## config.mk

```make
export PLATFORM = sky130hd
export DESIGN_NAME = speedup_aware_job_picker_core_flat
export DESIGN_NICKNAME = d
export VERILOG_FILES = /design/src/rtl/sjp_pkg.sv /design/src/rtl/sjp_if.sv /design/src/rtl/speedup_aware_job_picker_core.sv /design/src/rtl/sjp_cfg.sv /design/src/flat_wrapper.sv
export SDC_FILE = /design/constraint.sdc
export NUM_CORES = 2
export LEC_CHECK = 0
export ABC_AREA = 0
export BUFFER_PORTS_ARGS = -buffer_cell sky130_fd_sc_hd__buf_2
export CORE_ASPECT_RATIO = 1.5
export CORE_MARGIN = 10
export CORE_UTILIZATION = 67
export DETAILED_ROUTE_END_ITERATION = 12
export MAX_ROUTING_LAYER = met4
export PLACE_DENSITY = 0.85
export SLEW_MARGIN = 20
export SYNTH_ARGS = -nofsm -noshare
export SYNTH_HDL_FRONTEND = slang
export SYNTH_SLANG_ARGS = --single-unit
```

## constraint.sdc

```tcl
create_clock -name clk -period 7.85 [get_ports clk]
set_input_delay 1.9625 -clock clk [delete_from_list [all_inputs] [get_ports clk]]
set_output_delay 1.9625 -clock clk [all_outputs]
set_load 0.02 [all_outputs]
```

## src/rtl/sjp_pkg.sv

```systemverilog
// shared types and constants of the speedup-aware job picker
package sjp_pkg;

  localparam int SPD_W      = 16;
  localparam int ENT_W      = 6;
  localparam int MODE_W     = 3;
  localparam int THR_W      = 3;
  localparam int NUM_W      = 7;
  localparam int CFG_ADDR_W = 4;
  localparam int CFG_DATA_W = 32;

  localparam logic OP_LOAD = 1'b0;
  localparam logic OP_PICK = 1'b1;

  localparam logic [MODE_W-1:0] MODE_CPU      = 3'd0;
  localparam logic [MODE_W-1:0] MODE_GPU      = 3'd1;
  localparam logic [MODE_W-1:0] MODE_GPU_ONLY = 3'd2;
  localparam logic [MODE_W-1:0] MODE_ADAPTIVE = 3'd3;

  localparam logic [THR_W-1:0] GPU_THREAD = 3'd0;

  localparam logic [SPD_W-1:0] Q_ONE = 16'd256;

  localparam logic [1:0] REG_NUM_ENTRIES   = 2'd0;
  localparam logic [1:0] REG_CPU_RUN_LIMIT = 2'd1;
  localparam logic [1:0] REG_GPU_RUN_FLOOR = 2'd2;

  localparam logic [NUM_W-1:0] RST_NUM_ENTRIES   = 7'd0;
  localparam logic [SPD_W-1:0] RST_CPU_RUN_LIMIT = 16'd768;
  localparam logic [SPD_W-1:0] RST_GPU_RUN_FLOOR = 16'd128;

  typedef struct packed {
    logic [NUM_W-1:0] num_entries;
    logic [SPD_W-1:0] cpu_run_limit;
    logic [SPD_W-1:0] gpu_run_floor;
  } cfg_t;

endpackage

```

## src/rtl/sjp_if.sv

```systemverilog
// request and result channel interfaces of the job picker
interface sjp_in_if;
  import sjp_pkg::*;

  logic              valid;
  logic              ready;
  logic              op;
  logic [ENT_W-1:0]  entry_index;
  logic [SPD_W-1:0]  speedup;
  logic              need_coop;
  logic [MODE_W-1:0] run_mode;
  logic [THR_W-1:0]  thread_id;
  logic [MODE_W-1:0] prior_mode;

  modport source (
    output valid, op, entry_index, speedup, need_coop, run_mode, thread_id, prior_mode,
    input  ready
  );
  modport sink (
    input  valid, op, entry_index, speedup, need_coop, run_mode, thread_id, prior_mode,
    output ready
  );
endinterface

interface sjp_out_if;
  import sjp_pkg::*;

  logic              valid;
  logic              ready;
  logic              found;
  logic [ENT_W-1:0]  job_index;
  logic [MODE_W-1:0] prefer_mode;

  modport source (
    output valid, found, job_index, prefer_mode,
    input  ready
  );
  modport sink (
    input  valid, found, job_index, prefer_mode,
    output ready
  );
endinterface

```

## src/rtl/speedup_aware_job_picker_core.sv

```systemverilog
// job table with sequential speedup scan and mode selection
// load request: accepted in idle, written to the table at that edge, no result; one per cycle
// pick request: scans n entries, n = num_entries capped at MAX_ENTRIES, then gives a result
//   (one read per entry, a drain step, a write-back on a hit); no scan for n = 0 or bad mode
// next request accepted back in idle; a pick waits in fin while an earlier result is unaccepted
// after reset a sweep marks every entry assigned, no request accepted meanwhile
module speedup_aware_job_picker_core #(
  parameter int MAX_ENTRIES = 64
) (
  input  logic                           clk,
  input  logic                           rst_n,
  sjp_in_if.sink                         in_req,
  sjp_out_if.source                      out_rsp,
  input  logic                           psel,
  input  logic                           penable,
  input  logic                           pwrite,
  input  logic [sjp_pkg::CFG_ADDR_W-1:0] paddr,
  input  logic [sjp_pkg::CFG_DATA_W-1:0] pwdata,
  output logic [sjp_pkg::CFG_DATA_W-1:0] prdata,
  output logic                           pready
);
  import sjp_pkg::*;

  localparam int IDX_W = $clog2(MAX_ENTRIES);
  localparam int CNT_W = $clog2(MAX_ENTRIES + 1);
  localparam int CMP_W = (CNT_W > NUM_W) ? CNT_W : NUM_W;
  localparam int MEM_W = SPD_W + 2;

  typedef enum logic [4:0] {
    ST_CLEAR = 5'b00001,
    ST_IDLE  = 5'b00010,
    ST_SCAN  = 5'b00100,
    ST_DRAIN = 5'b01000,
    ST_FIN   = 5'b10000
  } state_t;

  cfg_t cfg;

  sjp_cfg u_cfg (
    .clk     (clk),
    .rst_n   (rst_n),
    .psel    (psel),
    .penable (penable),
    .pwrite  (pwrite),
    .paddr   (paddr),
    .pwdata  (pwdata),
    .prdata  (prdata),
    .pready  (pready),
    .cfg     (cfg)
  );

  // word: assigned, coop, speedup
  logic [MEM_W-1:0] mem [MAX_ENTRIES];
  logic [MEM_W-1:0] rd_data_r;
  logic             mem_we;
  logic [IDX_W-1:0] mem_waddr;
  logic [MEM_W-1:0] mem_wdata;

  state_t            state_r, state_nxt;
  logic [IDX_W-1:0]  clr_idx_r;
  logic [IDX_W-1:0]  rd_idx_r;
  logic [1:0]        rd_m3_r;
  logic              rd_vld_r;
  logic [IDX_W-1:0]  data_idx_r;
  logic [1:0]        data_m3_r;

  logic [MODE_W-1:0] req_mode_r;
  logic [THR_W-1:0]  req_thr_r;
  logic [MODE_W-1:0] req_prior_r;
  logic              req_gpu_r;

  logic              hit_r;
  logic [SPD_W-1:0]  best_s_r;
  logic              best_coop_r;
  logic [IDX_W-1:0]  best_idx_r;
  logic [1:0]        best_m3_r;

  logic              out_valid_r;
  logic              out_found_r;
  logic [ENT_W-1:0]  out_idx_r;
  logic [MODE_W-1:0] out_mode_r;

  logic [CMP_W-1:0]  ne_ext;
  logic [CNT_W-1:0]  scan_n;
  logic              accept, acc_load, acc_pick, load_ok;
  logic              do_search, gpu_side, scan_last, fin_go;
  logic [SPD_W-1:0]  rd_s;
  logic              rd_asg, rd_coop, elig, better, take;
  logic              steal;
  logic [MODE_W-1:0] prefer;

  assign ne_ext = CMP_W'(cfg.num_entries);
  assign scan_n = (ne_ext > CMP_W'(MAX_ENTRIES)) ? CNT_W'(MAX_ENTRIES) : CNT_W'(ne_ext);

  assign in_req.ready = (state_r == ST_IDLE);
  assign accept       = in_req.valid && in_req.ready;
  assign acc_load     = accept && (in_req.op == OP_LOAD);
  assign acc_pick     = accept && (in_req.op == OP_PICK);
  assign load_ok      = int'(in_req.entry_index) < MAX_ENTRIES;

  assign do_search = (in_req.run_mode == MODE_CPU) || (in_req.run_mode == MODE_GPU) ||
                     (in_req.run_mode == MODE_GPU_ONLY) || (in_req.run_mode == MODE_ADAPTIVE);
  assign gpu_side  = (in_req.run_mode == MODE_GPU) || (in_req.run_mode == MODE_GPU_ONLY) ||
                     ((in_req.run_mode == MODE_ADAPTIVE) && (in_req.thread_id == GPU_THREAD));

  assign scan_last = (CNT_W'(rd_idx_r) + CNT_W'(1)) == scan_n;
  assign fin_go    = !out_valid_r || out_rsp.ready;

  // compare on returned table word
  assign rd_s    = rd_data_r[SPD_W-1:0];
  assign rd_coop = rd_data_r[SPD_W];
  assign rd_asg  = rd_data_r[SPD_W+1];
  assign elig    = !rd_asg && (req_gpu_r ? (rd_s >= cfg.gpu_run_floor)
                                         : (rd_s <= cfg.cpu_run_limit));
  assign better  = !hit_r || (req_gpu_r ? (rd_s >= best_s_r) : (rd_s < best_s_r));
  assign take    = rd_vld_r && elig && better;

  always_comb begin
    mem_we    = 1'b0;
    mem_waddr = clr_idx_r;
    mem_wdata = {1'b1, 1'b0, {SPD_W{1'b0}}};
    if (state_r == ST_CLEAR) begin
      mem_we = 1'b1;
    end else if (acc_load && load_ok) begin
      mem_we    = 1'b1;
      mem_waddr = IDX_W'(in_req.entry_index);
      mem_wdata = {1'b0, in_req.need_coop, in_req.speedup};
    end else if ((state_r == ST_FIN) && fin_go && hit_r) begin
      mem_we    = 1'b1;
      mem_waddr = best_idx_r;
      mem_wdata = {1'b1, best_coop_r, best_s_r};
    end
  end

  always_ff @(posedge clk) begin
    if (mem_we) begin
      mem[mem_waddr] <= mem_wdata;
    end
    rd_data_r <= mem[rd_idx_r];
  end

  always_comb begin
    state_nxt = state_r;
    unique case (state_r)
      ST_CLEAR: if (clr_idx_r == IDX_W'(MAX_ENTRIES - 1)) state_nxt = ST_IDLE;
      ST_IDLE: begin
        if (acc_pick) begin
          state_nxt = (do_search && (scan_n != '0)) ? ST_SCAN : ST_FIN;
        end
      end
      ST_SCAN:  if (scan_last) state_nxt = ST_DRAIN;
      ST_DRAIN: state_nxt = ST_FIN;
      ST_FIN:   if (fin_go) state_nxt = ST_IDLE;
      default:  state_nxt = ST_IDLE;
    endcase
  end

  always_ff @(posedge clk) begin
    if (!rst_n) begin
      state_r     <= ST_CLEAR;
      clr_idx_r   <= '0;
      rd_vld_r    <= 1'b0;
      hit_r       <= 1'b0;
      out_valid_r <= 1'b0;
    end else begin
      state_r  <= state_nxt;
      rd_vld_r <= (state_r == ST_SCAN);
      if (state_r == ST_CLEAR) begin
        clr_idx_r <= clr_idx_r + IDX_W'(1);
      end
      if (acc_pick) begin
        hit_r <= 1'b0;
      end else if (take) begin
        hit_r <= 1'b1;
      end
      if ((state_r == ST_FIN) && fin_go) begin
        out_valid_r <= 1'b1;
      end else if (out_rsp.ready) begin
        out_valid_r <= 1'b0;
      end
    end
  end

  always_ff @(posedge clk) begin
    if (acc_pick) begin
      req_mode_r  <= in_req.run_mode;
      req_thr_r   <= in_req.thread_id;
      req_prior_r <= in_req.prior_mode;
      req_gpu_r   <= gpu_side;
      rd_idx_r    <= '0;
      rd_m3_r     <= '0;
    end else if (state_r == ST_SCAN) begin
      rd_idx_r <= rd_idx_r + IDX_W'(1);
      rd_m3_r  <= (rd_m3_r == 2'd2) ? 2'd0 : rd_m3_r + 2'd1;
    end
    data_idx_r <= rd_idx_r;
    data_m3_r  <= rd_m3_r;
    if (take) begin
      best_s_r    <= rd_s;
      best_coop_r <= rd_coop;
      best_idx_r  <= data_idx_r;
      best_m3_r   <= data_m3_r;
    end
  end

  // work-stealing mode rule
  assign steal = (best_m3_r != 2'd0);

  always_comb begin
    prefer = req_prior_r;
    if (hit_r) begin
      case (req_mode_r) inside
        MODE_ADAPTIVE: begin
          if (req_thr_r == GPU_THREAD) prefer = steal ? MODE_CPU : MODE_GPU_ONLY;
          else                         prefer = MODE_CPU;
          if (best_coop_r) prefer = MODE_ADAPTIVE;
        end
        MODE_CPU: begin
          if (best_s_r > Q_ONE) prefer = steal ? MODE_GPU_ONLY : MODE_CPU;
        end
        MODE_GPU, MODE_GPU_ONLY: begin
          if (best_s_r < Q_ONE) prefer = steal ? MODE_CPU : MODE_GPU_ONLY;
        end
        default: prefer = req_prior_r;
      endcase
    end
  end

  always_ff @(posedge clk) begin
    if ((state_r == ST_FIN) && fin_go) begin
      out_found_r <= hit_r;
      out_idx_r   <= hit_r ? ENT_W'(best_idx_r) : '0;
      out_mode_r  <= prefer;
    end
  end

  assign out_rsp.valid       = out_valid_r;
  assign out_rsp.found       = out_found_r;
  assign out_rsp.job_index   = out_idx_r;
  assign out_rsp.prefer_mode = out_mode_r;

`ifndef ASSERT_OFF
  a_fin_holds: assert property (@(posedge clk) disable iff (!rst_n)
    (state_r == ST_FIN) && out_valid_r && !out_rsp.ready |=> (state_r == ST_FIN))
    else $error("pick result left while output register still full");

  a_rd_in_range: assert property (@(posedge clk) disable iff (!rst_n)
    rd_vld_r |-> (CNT_W'(data_idx_r) < scan_n))
    else $error("table read beyond scanned entries");

  a_miss_zero: assert property (@(posedge clk) disable iff (!rst_n)
    out_valid_r && !out_found_r |-> (out_idx_r == '0))
    else $error("miss result carries a nonzero index");

  a_wb_hit: assert property (@(posedge clk) disable iff (!rst_n)
    mem_we && (state_r == ST_FIN) |-> hit_r && mem_wdata[SPD_W+1])
    else $error("write-back without a chosen job");
`endif

endmodule

```

## src/rtl/sjp_cfg.sv

```systemverilog
// apb configuration registers of the job picker
module sjp_cfg (
  input  logic                           clk,
  input  logic                           rst_n,
  input  logic                           psel,
  input  logic                           penable,
  input  logic                           pwrite,
  input  logic [sjp_pkg::CFG_ADDR_W-1:0] paddr,
  input  logic [sjp_pkg::CFG_DATA_W-1:0] pwdata,
  output logic [sjp_pkg::CFG_DATA_W-1:0] prdata,
  output logic                           pready,
  output sjp_pkg::cfg_t                  cfg
);
  import sjp_pkg::*;

  cfg_t       cfg_r;
  logic [1:0] reg_sel;
  logic       wr_en;

  assign reg_sel = paddr[3:2];
  assign wr_en   = psel && penable && pwrite;
  assign pready  = 1'b1;
  assign cfg     = cfg_r;

  always_ff @(posedge clk) begin
    if (!rst_n) begin
      cfg_r.num_entries   <= RST_NUM_ENTRIES;
      cfg_r.cpu_run_limit <= RST_CPU_RUN_LIMIT;
      cfg_r.gpu_run_floor <= RST_GPU_RUN_FLOOR;
    end else if (wr_en) begin
      unique case (reg_sel)
        REG_NUM_ENTRIES:   cfg_r.num_entries   <= pwdata[NUM_W-1:0];
        REG_CPU_RUN_LIMIT: cfg_r.cpu_run_limit <= pwdata[SPD_W-1:0];
        REG_GPU_RUN_FLOOR: cfg_r.gpu_run_floor <= pwdata[SPD_W-1:0];
        default: ;
      endcase
    end
  end

  always_comb begin
    unique case (reg_sel)
      REG_NUM_ENTRIES:   prdata = CFG_DATA_W'(cfg_r.num_entries);
      REG_CPU_RUN_LIMIT: prdata = CFG_DATA_W'(cfg_r.cpu_run_limit);
      REG_GPU_RUN_FLOOR: prdata = CFG_DATA_W'(cfg_r.gpu_run_floor);
      default:           prdata = '0;
    endcase
  end

endmodule
```

## src/flat_wrapper.sv

```systemverilog
// flat-port wrapper written by rule: the top's interface ports become plain ports
module speedup_aware_job_picker_core_flat import sjp_pkg::*;
#(
  parameter int MAX_ENTRIES = 64
)
  (clk, rst_n, psel, penable, pwrite, paddr, pwdata, prdata, pready, in_req_valid, in_req_op, in_req_entry_index, in_req_speedup, in_req_need_coop, in_req_run_mode, in_req_thread_id, in_req_prior_mode, in_req_ready, out_rsp_valid, out_rsp_found, out_rsp_job_index, out_rsp_prefer_mode, out_rsp_ready);
  sjp_in_if in_req_i ();
  sjp_out_if out_rsp_i ();
  input  logic clk;
  input  logic rst_n;
  input  logic psel;
  input  logic penable;
  input  logic pwrite;
  input  logic [sjp_pkg::CFG_ADDR_W-1:0] paddr;
  input  logic [sjp_pkg::CFG_DATA_W-1:0] pwdata;
  output logic [sjp_pkg::CFG_DATA_W-1:0] prdata;
  output logic pready;
  input wire logic [$bits(in_req_i.valid)-1:0] in_req_valid;
  input wire logic [$bits(in_req_i.op)-1:0] in_req_op;
  input wire logic [$bits(in_req_i.entry_index)-1:0] in_req_entry_index;
  input wire logic [$bits(in_req_i.speedup)-1:0] in_req_speedup;
  input wire logic [$bits(in_req_i.need_coop)-1:0] in_req_need_coop;
  input wire logic [$bits(in_req_i.run_mode)-1:0] in_req_run_mode;
  input wire logic [$bits(in_req_i.thread_id)-1:0] in_req_thread_id;
  input wire logic [$bits(in_req_i.prior_mode)-1:0] in_req_prior_mode;
  output wire logic [$bits(in_req_i.ready)-1:0] in_req_ready;
  output wire logic [$bits(out_rsp_i.valid)-1:0] out_rsp_valid;
  output wire logic [$bits(out_rsp_i.found)-1:0] out_rsp_found;
  output wire logic [$bits(out_rsp_i.job_index)-1:0] out_rsp_job_index;
  output wire logic [$bits(out_rsp_i.prefer_mode)-1:0] out_rsp_prefer_mode;
  input wire logic [$bits(out_rsp_i.ready)-1:0] out_rsp_ready;
  assign in_req_i.valid = in_req_valid;
  assign in_req_i.op = in_req_op;
  assign in_req_i.entry_index = in_req_entry_index;
  assign in_req_i.speedup = in_req_speedup;
  assign in_req_i.need_coop = in_req_need_coop;
  assign in_req_i.run_mode = in_req_run_mode;
  assign in_req_i.thread_id = in_req_thread_id;
  assign in_req_i.prior_mode = in_req_prior_mode;
  assign in_req_ready = in_req_i.ready;
  assign out_rsp_valid = out_rsp_i.valid;
  assign out_rsp_found = out_rsp_i.found;
  assign out_rsp_job_index = out_rsp_i.job_index;
  assign out_rsp_prefer_mode = out_rsp_i.prefer_mode;
  assign out_rsp_i.ready = out_rsp_ready;
  speedup_aware_job_picker_core #(.MAX_ENTRIES(MAX_ENTRIES)) u_core (.clk(clk), .rst_n(rst_n), .in_req(in_req_i), .out_rsp(out_rsp_i), .psel(psel), .penable(penable), .pwrite(pwrite), .paddr(paddr), .pwdata(pwdata), .prdata(prdata), .pready(pready));
endmodule
```

==> reports/qor.csv <==
stage,metric,value,unit
flow_run,cap_violations,0,
clock_tree,cts_sinks,1284,
floorplanning,row_count,124,
outcome,status,"finished, final reports clean",
yosys,synth_cell_type_count,79,
yosys,synth_compound_area_share,5.00,%
grt,grt_pass1_wl,204,mm
critical_path,timing.reg2reg.setup_slack,3.62,ns
critical_path,crit_buf_inv,2,
yosys,synth_top_family_by_area,multiplexers,
critical_path,cp-end-kind,output port,
yosys,yosys_warnings,0,
clock_tree,cts_hold_buf,0,
cells_and_area,final_cell_mix,"edfxtp_1 (1197), mux4_2 (288), nand2_1 (121)",
yosys,async_reset_ff_share,0,%
clock_tree,cts_resized,0,
drt,ant_nets,0,
critical_path,worstPathMaxFanout,12,
grt,track_usage,33.3,%
pwr,p_per_area,243,nW/um2
timing,fmax,186,MHz
clock_tree,post-cts-setup-buffer-count,0,
clock_tree,cts_made_buffers,108,
critical_path,crit_slowest_cell,nor2b_1,
cells_and_area,final_common_cell,edfxtp_1,
critical_path,reg2reg_to,u_core.rd_data_r[2],
pwr,seqPwrFrac,54.3,%
critical_path,cp-start-kind,input pin,
timing,tightest_slew,1.31,ns
timing,rsz0062_at_grt,no,
clock_tree,clkTransAtPathRegs,0.07,ns
pwr,clkPwrFrac,41.4,%
drt,drt_first_pass_iters,7,
clock_tree,cts_max_level,3,
drt,drc,0,
critical_path,arrival,3.42,ns
yosys,synth_edf_count,1197,
placement,place_hpwl,79.0,mm
critical_path,criticalPathCategory,input pin to output port,
timing,finalClockSkew,0.0490,ns
yosys,syn-cell-area,51100,um2
placement,io_buffer_count,85,
pwr,p_switching,2.97,mW
yosys,muxShareOfSynthArea,13.9,%
critical_path,timing.rr.start,u_core.rd_idx_r[0],
pwr,finalPower,13.8,mW
yosys,synth_flop_cell,edfxtp_1,
drt,wl_per_cell,35.6,um
cells_and_area,drive_gt1_share,24.7,%
pwr,cell_internal_pwr,10.8,mW
floorplanning,ios,121,
pwr,switching_share,21.6,%
yosys,syn_avg_cell_area,19.1,um2
worst_hold_path,hold_depth,0,
clock_tree,cts_buffer_depth,3,
cells_and_area,area_growth,10.9,%
placement,gp_congestion,0.953,
grt,antenna_found_initial,2,
timing,finalSetupTns,0,ns
timing,final_max_slew_viol_count,0,
yosys,synth_area_leaders,"edfxtp_1 (70%), mux4_2 (13%), dfxtp_1 (3.4%)",
yosys,synth.ff_latch_count,1284,
yosys,yosys.area.top_type,edfxtp_1,
critical_path,cp.required,5.89,ns
floorplanning,fp.coreArea,76000,um2
worst_hold_path,min-delay-start,u_core.rd_data_r[16],
critical_path,cpMostUsedCell,buf_2,
clock_tree,root_buffer,clkbuf_16,
drt,drtIter0Drc,4482,
grt,grt_pass1_vias,29300,
yosys,synth_xor_xnor_area_share,0.240,%
cells_and_area,nNetsFinal,2947,
clock_tree,cts_tree,yes,
critical_path,cp_slowest_stage_delay,0.71,ns
drt,viasPerCell,7.28,
pwr,leakage,20.2,nW
pwr,combPwrFrac,4.3,%
timing,finalCritPeriodShare,68.6,%
floorplanning,initial_core_util,67.2,%
clock_tree,clk_latency,0.73,ns
floorplanning,die_w,246,um
cells_and_area,fillCellCount,3807,
worst_hold_path,worstHoldEndpoint,u_core.best_coop_r,
grt,grt_max_degree,113,
yosys,synth-seq-area-share,73.7,%
timing,setup_viol,0,
yosys,synthCells,2674,
critical_path,path_delay_family,simple AND/OR/NAND/NOR gates,
timing,max_slew_margin,12.7,%
critical_path,path_cells,buf_2 -> nor2b_1 -> a22o_1 -> buf_2,
yosys,synth_top_area_share,70.3,%
timing,hold_viol,0,
floorplanning,dieHeight,358,um
timing,fin_crit,5.38,ns
drt,vias,28600,
drt,drt-total-wl,140,mm
yosys,synth_fa_ha_area_share,1.22,%
yosys,synthSimpleGateAreaFrac,3.81,%
grt,gr-total-overflow,0,
worst_hold_path,hold_class,register to register,
floorplanning,die_area,88000,um2
pwr,ir_drop,0.238,mV
critical_path,worst-r2r-cell-count,7,
-- per-layer routing --
layer / global-route usage, % / vias to the layer above / share of wire, %
li1: - / 11200 / -
met4: 24.3 / 0 / 8.9
met2: 51.5 / 2501 / 49
met5: - / - / 0
met1: 38.6 / 14300 / 32
met3: 6.86 / 619 / 11
-- worst max-delay path by stage --
stage                       startpoint                  to  slack, ns  cells past startpoint
after global placement    in_req_valid  u_core.mem[18][13]       2.33                     10
after CTS                     paddr[2]           prdata[8]       2.49                      4
after floorplan           in_req_valid   u_core.mem[23][0]       2.54                      7
after global routing          paddr[2]           prdata[8]       2.36                      4
final                         paddr[2]           prdata[8]       2.47                      4
after detailed placement     in_req_op  u_core.mem[18][13]       2.15                     10
-- power by group through the flow --
stage	combinational, mW	clock (mW)	sequential (mW)
after detailed placement	0.555	0	7.63
after CTS	0.572	5.71	7.48
after global placement	0.536	0	7.62
after global routing	0.617	5.95	7.48
final	0.591	5.70	7.48
after floorplan	0.399	0	7.59
-- logic make-up (layout without fill, tap and decap cells) --
group           after synthesis  in the layout
compound gates              363            363
mux                         346            346
xor+xnor                     14             14
simple gates                400            400
buf+inv                     215            440
other cells                   2             19
fa+ha+maj                    50             50
flops                      1284           1284
-- flip-flops by register name (all words and copies together) (netlist names), 3 cells and up --
name,cells
u_core.mem,1152
u_core.out_rsp.job_index,6
u_core.best_s_r,16
u_core.out_rsp.prefer_mode,3
u_core.best_idx_r,6
u_core.clr_idx_r,6
u_core.state_r,5
u_core.req_mode_r,3
u_core.data_idx_r,6
u_core.req_prior_r,3
u_core.rd_idx_r,6
u_core.u_cfg.cfg,39
u_core.rd_data_r,18
u_core.req_thr_r,3
-- synthesized netlist by cell type (all sizes together) (4+ instances only) --
cell and count:
a211o 7, a211oi 5, a21boi 35, a21o 6, a21oi 57, a221oi 12, a22o 39, a22oi 50
a31oi 4, and2 11, and3 4, buf 105, clkbuf 57, dfxtp 87, edfxtp 1197, ha 50
inv 53, mux2 26, mux2i 32, mux4 288, nand2 122, nand2b 16, nand3 20, nand4 13
nand4b 5, nor2 106, nor2b 27, nor3 36, nor3b 11, nor4 8, o211ai 6, o21ai 58
o221ai 6, o22ai 39, o31ai 8, o32a 4, or2 5, or3 9, xnor2 9, xor2 5
-- metrics by stage --
step	area [um2]	utilization, %	worst slack (ns)	instances	hold slack [ns]
global route	56700	74.6	2.36	3923	0.414
detailed placement	52900	69.6	2.15	3719	0.383
floorplan	51200	-	2.54	2689	0.350
CTS	56600	74.5	2.49	3922	0.408
finish	56700	74.6	2.47	3924	0.408
global placement	52900	69.6	2.33	3719	0.369
-- area by class of cell --
class	instances	area (um2)	share of cell area [%]
multi-input cells	1190	12600	22.2
repair buffers	184	1190	2.11
flip-flops and latches	1284	37700	66.5
diodes	2	5.00	0.00883
clock buffers	126	2810	4.96
inverters	53	201	0.355
clock inverters	77	933	1.65
well taps	1008	1260	2.22
(Power assumes the default switching activity.)
